<file path="config.mk">
export PLATFORM = sky130hd
export DESIGN_NAME = led_strip_frame_streamer
export DESIGN_NICKNAME = d
export VERILOG_FILES = /design/src/hw/rtl/lfs_pkg.sv /design/src/hw/rtl/lfs_ctrl.sv /design/src/hw/rtl/lfs_datapath.sv /design/src/hw/rtl/led_strip_frame_streamer.sv
export SDC_FILE = /design/constraint.sdc
export NUM_CORES = 1
export LEC_CHECK = 0
export ABC_AREA = 1
export BUFFER_PORTS_ARGS = -buffer_cell sky130_fd_sc_hd__buf_2
export CORE_MARGIN = 5
export CORE_UTILIZATION = 36
export DETAILED_ROUTE_END_ITERATION = 8
export SYNTH_ARGS = -nofsm -noshare
export SYNTH_HDL_FRONTEND = slang
export SYNTH_HIERARCHICAL = 1
export SYNTH_SLANG_ARGS = --single-unit
</file>
<file path="constraint.sdc">
create_clock -name clk -period 3.1 [get_ports clk]
set_input_delay 0 -clock clk [delete_from_list [all_inputs] [get_ports clk]]
set_output_delay 0 -clock clk [all_outputs]
set_load 0.01 [all_outputs]
</file>
<file path="src/hw/rtl/lfs_pkg.sv">
// Shared types and constants for the LED strip frame streamer.
// Used by lfs_ctrl, lfs_datapath and led_strip_frame_streamer; depends on nothing.
`default_nettype none

package lfs_pkg;

  localparam int LED_COUNT   = 8;
  localparam int END_BYTES   = 4;
  localparam int START_BYTES = 4;
  localparam int FRAME_LEN   = START_BYTES + 4 * LED_COUNT + END_BYTES;
  localparam int POS_W       = $clog2(FRAME_LEN + 1);
  localparam int LED_W       = (LED_COUNT > 1) ? $clog2(LED_COUNT) : 1;

  typedef logic [POS_W-1:0] pos_t;
  typedef logic [LED_W-1:0] led_idx_t;

  localparam pos_t POS_START_END = pos_t'(START_BYTES);
  localparam pos_t POS_PIX_LEN   = pos_t'(4 * LED_COUNT);
  localparam pos_t POS_IDLE      = pos_t'(FRAME_LEN);

  localparam logic [7:0] BYTE_ON  = 8'hFF;
  localparam logic [7:0] BYTE_OFF = 8'h00;

  typedef enum logic [1:0] {
    REQ_SET   = 2'd0,
    REQ_START = 2'd1,
    REQ_TICK  = 2'd2
  } req_t;

  typedef enum logic {
    ST_EMPTY = 1'b0,
    ST_FULL  = 1'b1
  } state_t;

  typedef struct packed {
    logic load;
    logic do_set;
    logic do_start;
    logic do_tick;
  } cmd_t;

endpackage

`default_nettype wire

</file>
<file path="src/hw/rtl/lfs_ctrl.sv">
// Controller for the LED strip frame streamer: handshake state and request decode.
// Depends on lfs_pkg; drives the command struct into lfs_datapath.
`default_nettype none

module lfs_ctrl (
  input  wire logic          clk,
  input  wire logic          rst,
  input  wire logic          s_tvalid,
  output logic               s_tready,
  input  wire logic [1:0]    req_type,
  output logic               m_tvalid,
  input  wire logic          m_tready,
  output lfs_pkg::cmd_t      cmd
);

  lfs_pkg::state_t state, state_next;
  logic            accept;

  assign s_tready = (state == lfs_pkg::ST_EMPTY) || m_tready;
  assign accept   = s_tvalid && s_tready;

  always_ff @(posedge clk) begin
    if (rst) begin
      state <= lfs_pkg::ST_EMPTY;
    end else begin
      state <= state_next;
    end
  end

  always_comb begin
    state_next = state;
    case (state)
      lfs_pkg::ST_EMPTY: begin
        if (accept) state_next = lfs_pkg::ST_FULL;
      end
      lfs_pkg::ST_FULL: begin
        if (accept) state_next = lfs_pkg::ST_FULL;
        else if (m_tready) state_next = lfs_pkg::ST_EMPTY;
      end
      default: state_next = lfs_pkg::ST_EMPTY;
    endcase
  end

  always_comb begin
    m_tvalid     = (state == lfs_pkg::ST_FULL);
    cmd.load     = accept;
    cmd.do_set   = 1'b0;
    cmd.do_start = 1'b0;
    cmd.do_tick  = 1'b0;
    case (req_type)
      lfs_pkg::REQ_SET:   cmd.do_set   = accept;
      lfs_pkg::REQ_START: cmd.do_start = accept;
      lfs_pkg::REQ_TICK:  cmd.do_tick  = accept;
      default: ;
    endcase
  end

endmodule

`default_nettype wire

</file>
<file path="src/hw/rtl/lfs_datapath.sv">
// Datapath for the LED strip frame streamer: colour registers, send position,
// frame byte select and result register. Depends on lfs_pkg.
`default_nettype none

module lfs_datapath (
  input  wire logic          clk,
  input  wire logic          rst,
  input  wire lfs_pkg::cmd_t cmd,
  input  wire logic [7:0]    led_index,
  input  wire logic [7:0]    red,
  input  wire logic [7:0]    green,
  input  wire logic [7:0]    blue,
  output logic               byte_valid,
  output logic [7:0]         tx_byte,
  output logic               finished
);

  logic [23:0]       colours [lfs_pkg::LED_COUNT];
  lfs_pkg::pos_t     pos;
  lfs_pkg::pos_t     q;
  lfs_pkg::led_idx_t led;
  logic [23:0]       colour;
  logic [7:0]        frame_byte;
  logic              in_range;
  logic              sending;

  assign in_range = {1'b0, led_index} < 9'(lfs_pkg::LED_COUNT);
  assign sending  = pos < lfs_pkg::POS_IDLE;
  assign q        = pos - lfs_pkg::POS_START_END;
  assign led      = lfs_pkg::led_idx_t'(q >> 2);
  assign colour   = colours[led];

  always_comb begin
    if (pos < lfs_pkg::POS_START_END) begin
      frame_byte = lfs_pkg::BYTE_OFF;
    end else if (q >= lfs_pkg::POS_PIX_LEN) begin
      frame_byte = lfs_pkg::BYTE_ON;
    end else begin
      case (q[1:0])
        2'd0:    frame_byte = lfs_pkg::BYTE_ON;
        2'd1:    frame_byte = colour[7:0];
        2'd2:    frame_byte = colour[15:8];
        default: frame_byte = colour[23:16];
      endcase
    end
  end

  always_ff @(posedge clk) begin
    if (rst) begin
      for (int i = 0; i < lfs_pkg::LED_COUNT; i++) colours[lfs_pkg::led_idx_t'(i)] <= 24'd0;
    end else if (cmd.do_set && in_range) begin
      colours[lfs_pkg::led_idx_t'(led_index)] <= {red, green, blue};
    end
  end

  always_ff @(posedge clk) begin
    if (rst) begin
      pos <= lfs_pkg::POS_IDLE;
    end else if (cmd.do_start) begin
      pos <= '0;
    end else if (cmd.do_tick && sending) begin
      pos <= pos + 1'b1;
    end
  end

  // hold the result until the next accepted beat
  always_ff @(posedge clk) begin
    if (cmd.load) begin
      byte_valid <= cmd.do_tick && sending;
      tx_byte    <= (cmd.do_tick && sending) ? frame_byte : 8'd0;
      finished   <= cmd.do_tick && !sending;
    end
  end

endmodule

`default_nettype wire

</file>
<file path="src/hw/rtl/led_strip_frame_streamer.sv">
// LED strip frame streamer: one 8-entry RGB store and a byte-per-tick frame sender.
// The colour store is eight 24-bit registers, so a tick reads its colour in the same
// cycle. Every beat in gives exactly one beat out, in the cycle after it is taken. A new
// beat is taken in the cycle the held result is taken, so the block sustains one beat per
// cycle while the output is not stalled; the single result register is the only
// buffering. Depends on lfs_pkg, lfs_ctrl and lfs_datapath.
`default_nettype none

module led_strip_frame_streamer (
  input  wire logic        clk,
  input  wire logic        rst,
  input  wire logic        s_tvalid,
  output logic             s_tready,
  input  wire logic [31:0] s_tdata,  // led_index, red, green, blue
  input  wire logic [1:0]  s_tuser,  // req_type
  output logic             m_tvalid,
  input  wire logic        m_tready,
  output logic [7:0]       m_tdata,  // tx_byte
  output logic [1:0]       m_tuser   // byte_valid, finished
);

  lfs_pkg::cmd_t cmd;
  logic          byte_valid;
  logic          finished;

  lfs_ctrl u_ctrl (
    .clk      (clk),
    .rst      (rst),
    .s_tvalid (s_tvalid),
    .s_tready (s_tready),
    .req_type (s_tuser),
    .m_tvalid (m_tvalid),
    .m_tready (m_tready),
    .cmd      (cmd)
  );

  lfs_datapath u_datapath (
    .clk        (clk),
    .rst        (rst),
    .cmd        (cmd),
    .led_index  (s_tdata[7:0]),
    .red        (s_tdata[15:8]),
    .green      (s_tdata[23:16]),
    .blue       (s_tdata[31:24]),
    .byte_valid (byte_valid),
    .tx_byte    (m_tdata),
    .finished   (finished)
  );

  assign m_tuser = {finished, byte_valid};

`ifndef ASSERT_OFF
  a_flags_exclusive: assert property (@(posedge clk) disable iff (rst)
    m_tvalid |-> !(m_tuser[0] && m_tuser[1]))
    else $error("byte_valid and finished both set");

  a_idle_byte_zero: assert property (@(posedge clk) disable iff (rst)
    (m_tvalid && !m_tuser[0]) |-> (m_tdata == 8'd0))
    else $error("tx_byte nonzero without byte_valid");

  a_result_follows: assert property (@(posedge clk) disable iff (rst)
    (s_tvalid && s_tready) |=> m_tvalid)
    else $error("accepted beat produced no result");
`endif

endmodule

`default_nettype wire

</file>
==> results of run 1 <==
registers in the layout, indices dropped and copies added (netlist names):
signal                 cells
u_datapath/colours       192
u_datapath/tx_byte         8
u_datapath/pos             6
u_ctrl/m_tvalid            1
u_datapath/byte_valid      1
u_datapath/finished        1
per-stage QoR:
| step | hold slack (ns) | setup slack (ns) |
|---|---|---|
| final | 0.01989 | 0.8093 |
| after global routing | 0.03761 | 0.6099 |
| after CTS | 0.01015 | 0.8086 |
| after detailed placement | 0.1982 | 0.8309 |
| after global placement | 0.1963 | 0.8256 |
| after floorplan | 0.06244 | 0.9143 |
layout by cell type, fill, tap and decap left out, types with 2 or more instances in the layout:
cell type      synthesis  final
nand2_4                2      2
nor2_1               263    263
inv_1                115    115
nand3_1              113    113
edfxtp_1             202    202
nor2_2                 3      3
clkinv_1               0      4
dlygate4sd3_1          0     28
dfxtp_1                7      6
nand2_1              226    226
nor2_4                 2      2
inv_2                  3      3
a21oi_1               13     13
buf_2                 19     49
nand2_2                8      8
clkbuf_16              0     23
clkinv_2               0      6
o21ai_0               39     39
bufinv_16              0      2
buf_4                  5     25
ha_1                   6      6
clkbuf_1              16      4
path summary, 6_finish.rpt:
| kind | start | to | slack, ns | cells past startpoint |
|---|---|---|---|---|
| max | u_datapath/pos[2] | u_datapath/tx_byte[7] | 0.81 | 11 |
| min | s_tuser[0] | u_datapath/pos[1] | 0.02 | 6 |
| max reg2reg | u_datapath/pos[2] | u_datapath/tx_byte[7] | 0.81 | 11 |
| min reg2reg | u_datapath/pos[0] | u_datapath/pos[0] | 0.54 | 1 |
kinds of logic (layout without fill, tap and decap cells):
kind of cell	after synthesis	in the layout
AOI/OAI and AO/OA	54	54
xor gates and xnor gates	3	3
DFF	209	209
adders and majority gates	6	6
buffers and inverters	176	260
and+or+nand+nor	621	621
layer usage:
layer / track usage [%] / routed length, um / up-vias
met1: 24.16 / 11790 / 3564
li1: - / - / 3567
met5: 0 / 0 / -
met3: 2.463 / 2010 / 40
met4: 4.678 / 619 / 0
met2: 27.26 / 12260 / 275
timing repair:
action / 4_1_cts / 5_1_grt
gates resized for setup: 0 / 0
hold buffers: 28 / 0
endpoints found under the hold margin: 192 / 0
report_power, final:
group / leakage (nW) / internal (mW) / switching, mW
clock network: 0.346 / 1.51 / 1.08
logic: 2.43 / 0.112 / 0.252
registers: 2.22 / 3.16 / 0.0231
cell type report:
cell class                      count  area share (%)
Multi-Input combinational cell    684           25.53
Timing Repair Buffer              103           6.388
Clock inverter                     12          0.9157
Sequential cell                   209           54.10
Clock buffer                       27           5.146
Tap cell                          372           4.055
Inverter                          118           3.859
worst max-delay path, cell delays in order (launching register included):
cell	delay (ns)
dfxtp_4	0.35
inv_2	0.30
ha_1	0.33
inv_1	0.10
buf_12	0.26
nor2_1	0.08
o21ai_0	0.10
nand3_1	0.10
nand3_1	0.14
nand2_1	0.08
inv_1	0.10
a21oi_1	0.07
==> summary.txt, run 1 <==
Die X: 176.3 um
Nets: 1182
Largest family of logic cells by synthesized area: simple AND/OR/NAND/NOR gates
Setup TNS: 0 ns
1st-iter DRT viols: 646
Area Growth Syn to Fin: 15.33%
Post-Layout Inst Area: 11480 sq um
Worst-case clock buffer depth: 3
Synthesized flop and latch total: 209
Dpl hpwl: 15.76 mm
IO Count: 50
Detail Route Antenna Nets: 0
Post-CTS Setup Bufs: 0
Req. time, crit path: 3.33 ns
Most frequent cell after synthesis: nor2_1
Seq/Total Area, Yosys: 62.36%
Largest net degree at the start of global routing: 62
DIE HEIGHT: 176.3 um
Post-synthesis mux area share: 0%
XOR/XNOR share of the synthesized area: 0.3395%
Fin. Hold Viols: 0
Die area: 31070 sq um
Crit. End Element: flip-flop
Leakage power: 5.002 nW
Reg clk slew, reported paths: 0.06 ns
VDD IR max: 310.5 uV
Core Region: 27100 sq um
Worst-skew pair later-pin latency: 0.51 ns
WS Path Type: flip-flop to flip-flop
Synth area leader: edfxtp_1
Total wire length: 26.68 mm
Post-Syn Nets: 1113
Clk_skew: 0.01430 ns
Post-Place Cell Area: 10500 sq um
Unrepaired setup endpoints after global routing: false
Final Total Pwr: 6.136 mW
Critical Path Fanout Max: 48
Synth warn: 6
TritonCTS Buffers: 22
First-pass GRT wire length: 41.03 mm
Area contributors post-synth: edfxtp_1 61%, nor2_1 9.9%, nand2_1 8.5%
Detailed-router iteration count before antenna repair: 5
Adder-cell area share of the yosys netlist: 0.7543%
Period minus WS final: 2.291 ns
# clock sinks: 209
Worst EP arrival: 2.52 ns
Placed cell count: 1458
Post-Syn Instances: 1069
DRC Markers: 0
Post-synth top area share: 60.95%
Vias in the first global route: 7303
Async SR Flop Fraction: 0%
Row Count: 60
Post-synth EDFFs: 202
Initial antenna violation count: 0
Achievable Freq: 436.5 MHz
Post-route insts no fill: 1525
Worst-margin pin slew: 0.6954 ns
Endpoints failing setup: 0
Slew margin rel.: 53.64%
Compound-cell area share of the yosys netlist: 2.753%
Outcome: finished clean
Port-buffer cells: 49
Wire per inst: 17.49 um
Synth Flop Type: edfxtp_1
Startpoint type of the worst setup path: flip-flop
Gr ovfl total: 0
Hold crit path type: primary input to flip-flop
Max cap viols: 0
Fillers: 2625
Pwr Density: 534.6 nW/um^2
Via count: 7446
Synth Cell Area: 9952 sq um
Footprint of the multi-input gates: 2930 sq um
Share of cells above drive strength 1: 11.10%
Synth cell count leaders: 263 x nor2_1, 226 x nand2_1, 202 x edfxtp_1
Clock tree from TritonCTS: built
GPL Wtd Cong: 0.8107
Total track usage: 16.97%
Crit share post-route: 73.89%
H-tree lvl count: 1
Initial Util: 36.72%
Synth Area in Simple Gates: 25.52%
Clock root buffer: clkbuf_16
Max Slew Vio Count: 0
Ant diodes: 0
Cell variety after synth: 28
Vias/cell: 4.883
Mean Syn Cell Area: 9.310 sq um
Post-Route Utilization: 42.35%
Reg area: 6210 sq um
(Power assumes the default switching activity.)
==> run 2: changes to the inputs <==
==> constraint.sdc (replaced) <==
create_clock -name clk -period 2.24 [get_ports clk]
set_input_delay 0 -clock clk [delete_from_list [all_inputs] [get_ports clk]]
set_output_delay 0 -clock clk [all_outputs]
set_load 0.01 [all_outputs]
==> run 2 against run 1 <==
Highest routed layer unchanged. First-iteration DRC count grew 8.5%. Worst hold slack gained 0.031 ns. Largest cell class unchanged. Combinational power grew 54%. Critical path type unchanged.
==> summary.txt, run 2 (synthesis results as in run 1) <==
Die area: 31070 sq um (unchanged)
Worst EP arrival: 2.51 ns (was 2.52 ns)
Port-buffer cells: 49 (unchanged)
DRC Markers: 0 (unchanged)
Initial Util: 36.72% (unchanged)
IO Count: 50 (unchanged)
Share of cells above drive strength 1: 11.61% (was 11.10%)
Clock root buffer: clkbuf_16 (unchanged)
Hold path startpoint: s_tvalid (was s_tuser[0])
Leakage power: 5.122 nW (was 5.002 nW)
Setup TNS: 0 ns (unchanged)
Slew margin rel.: 66.93% (was 53.64%)
Req. time, crit path: 2.69 ns (was 3.33 ns)
Reg-to-reg slack, setup: 0.18 ns (was 0.81 ns)
Dpl hpwl: 16.09 mm (was 15.76 mm)
Largest reg by FF count: u_datapath/colours (unchanged)
Pwr Density: 726.4 nW/um^2 (was 534.6 nW/um^2)
Worst-margin pin slew: 0.4961 ns (was 0.6954 ns)
Startpoint type of the worst setup path: flip-flop (unchanged)
Post-Route Utilization: 43.39% (was 42.35%)
Reg clk slew, reported paths: 0.06 ns (about the same)
Vias in the first global route: 7282 (was 7303)
Max FFs per register: 192 (unchanged)
Area Growth Syn to Fin: 18.17% (was 15.33%)
Period minus WS final: 2.061 ns (was 2.291 ns)
TritonCTS Buffers: 23 (was 22)
Max cap viols: 0 (unchanged)
Worst-skew pair later-pin latency: 0.51 ns (about the same)
# clock sinks: 209 (unchanged)
Worst hold endpoint: u_datapath/pos[3] (was u_datapath/pos[1])
DIE HEIGHT: 176.3 um (unchanged)
Worst R2R Path Depth: 10 (was 11)
Crit share post-route: 91.99% (was 73.89%)
Crit. End Element: flip-flop (unchanged)
Detail Route Antenna Nets: 0 (unchanged)
Largest net degree at the start of global routing: 100 (was 62)
Fillers: 2634 (was 2625)
Worst-case clock buffer depth: 3 (unchanged)
Wire per inst: 17.60 um (was 17.49 um)
Detailed-router iteration count before antenna repair: 5 (unchanged)
GPL Wtd Cong: 0.8373 (was 0.8107)
Outcome: finished clean (unchanged)
Critical Path Fanout Max: 6 (was 48)
Nets: 1192 (was 1182)
Endpoints failing setup: 0 (unchanged)
Vias/cell: 4.890 (was 4.883)
Clock tree from TritonCTS: built (unchanged)
Core Region: 27100 sq um (unchanged)
Total track usage: 17.22% (was 16.97%)
Hold crit path type: primary input to flip-flop (unchanged)
Unrepaired setup endpoints after global routing: false (unchanged)
Commonest cells after routing, fill and taps aside: 263 x nor2_1, 226 x nand2_1, 202 x edfxtp_1 (unchanged)
Total wire length: 27.01 mm (was 26.68 mm)
WHS Path Cells: 6 (unchanged)
Ant diodes: 0 (unchanged)
Fin. Hold Viols: 0 (unchanged)
Initial antenna violation count: 0 (unchanged)
FF-to-FF Start: u_ctrl/m_tvalid (was u_datapath/pos[2])
Achievable Freq: 485.3 MHz (was 436.5 MHz)
R2R Path End: u_datapath/pos[4] (was u_datapath/tx_byte[7])
Final Total Pwr: 8.542 mW (was 6.136 mW)
Min Hold Slack: 0.05122 ns (was 0.01989 ns)
Die X: 176.3 um (unchanged)
Clk_skew: 0.006891 ns (was 0.01430 ns)
Row Count: 60 (unchanged)
Via count: 7506 (was 7446)
Post-CTS Setup Bufs: 0 (unchanged)
First-pass GRT wire length: 41.62 mm (was 41.03 mm)
1st-iter DRT viols: 701 (was 646)
Biggest regs: u_datapath/colours: 192 flops, u_datapath/tx_byte: 8 flops, u_datapath/pos: 6 flops (unchanged)
Max Slew Vio Count: 0 (unchanged)
Gr ovfl total: 0 (unchanged)
H-tree lvl count: 1 (unchanged)
Commonest non-fill, non-tap cell in the layout: nor2_1 (unchanged)
WS Path Type: flip-flop to flip-flop (unchanged)
VDD IR max: 574.9 uV (was 310.5 uV)
[run 2: cell count changes in the layout (fill, tap and decap cells not counted), sizes merged]
cell / delta
clkinv: +2
dlygate4sd3: +3
clkbuf: -1
buf: +6
[run 2: layer usage]
metal,global-route usage [%],share of wire (%),vias to the layer above
li1,-,-,3591
met1,25.30,44,3601
met2,26.57,45,271
met3,2.827,8.6,43
met4,4.581,2.0,0
met5,0,0,-
[run 2: cell type report]
type / instances / area, sq um / area share, %
Clock buffer: 26 / 586.8 / 4.990
Clock inverter: 14 / 112.6 / 0.9576
Inverter: 118 / 442.9 / 3.766
Multi-Input combinational cell: 684 / 2934 / 24.95
Sequential cell: 209 / 6210 / 52.80
Tap cell: 372 / 465.4 / 3.958
Timing Repair Buffer: 112 / 1008 / 8.575
[run 2: how the worst max path moves through the flow]
stage,slack (ns),cells after the start,endpoint,startpoint
finish,0.18,10,u_datapath/pos[4],u_ctrl/m_tvalid
global route,0.03,10,u_datapath/tx_byte[5],u_datapath/pos[3]
CTS,0.005,8,u_datapath/tx_byte[7],u_ctrl/m_tvalid
detailed placement,0.20,10,u_datapath/tx_byte[5],u_datapath/pos[3]
global placement,0.24,10,u_datapath/tx_byte[5],u_datapath/pos[3]
floorplan,0.05,8,u_datapath/colours[0][0],u_ctrl/m_tvalid
[run 2: what timing repair did]
action / 4_1_cts / 5_1_grt
setup endpoints to repair: 0 / 8
hold endpoints to repair: 195 / 0
hold buffers: 31 / 0
resized for setup: 0 / 1
[run 2: where the power goes]
group	internal, mW	total, mW	switching (mW)
registers	4.37	4.41	0.0333
clock network	2.09	3.58	1.49
logic	0.200	0.558	0.358
[run 2: through the flow]
| step | setup slack [ns] | cells | area (sq um) |
|---|---|---|---|
| 2_1_floorplan | 0.05428 | 1069 | 9952 |
| 3_3_place_gp | 0.2443 | 1464 | 10750 |
| 3_5_place_dp | 0.2032 | 1464 | 10750 |
| 4_1_cts | 0.004885 | 1535 | 11760 |
| 5_1_grt | 0.03428 | 1535 | 11760 |
| 6_report | 0.1795 | 1535 | 11760 |
[run 2: critical path: stages, from the launching register on]
cell	delay, ns
dfxtp_1	0.33
nand2_4	0.09
nand2_4	0.08
nor2_2	0.15
dlygate4sd3_1	0.60
nand2_1	0.09
inv_1	0.19
nand2_1	0.13
o21ai_0	0.18
nand2_1	0.07
nor2_1	0.09
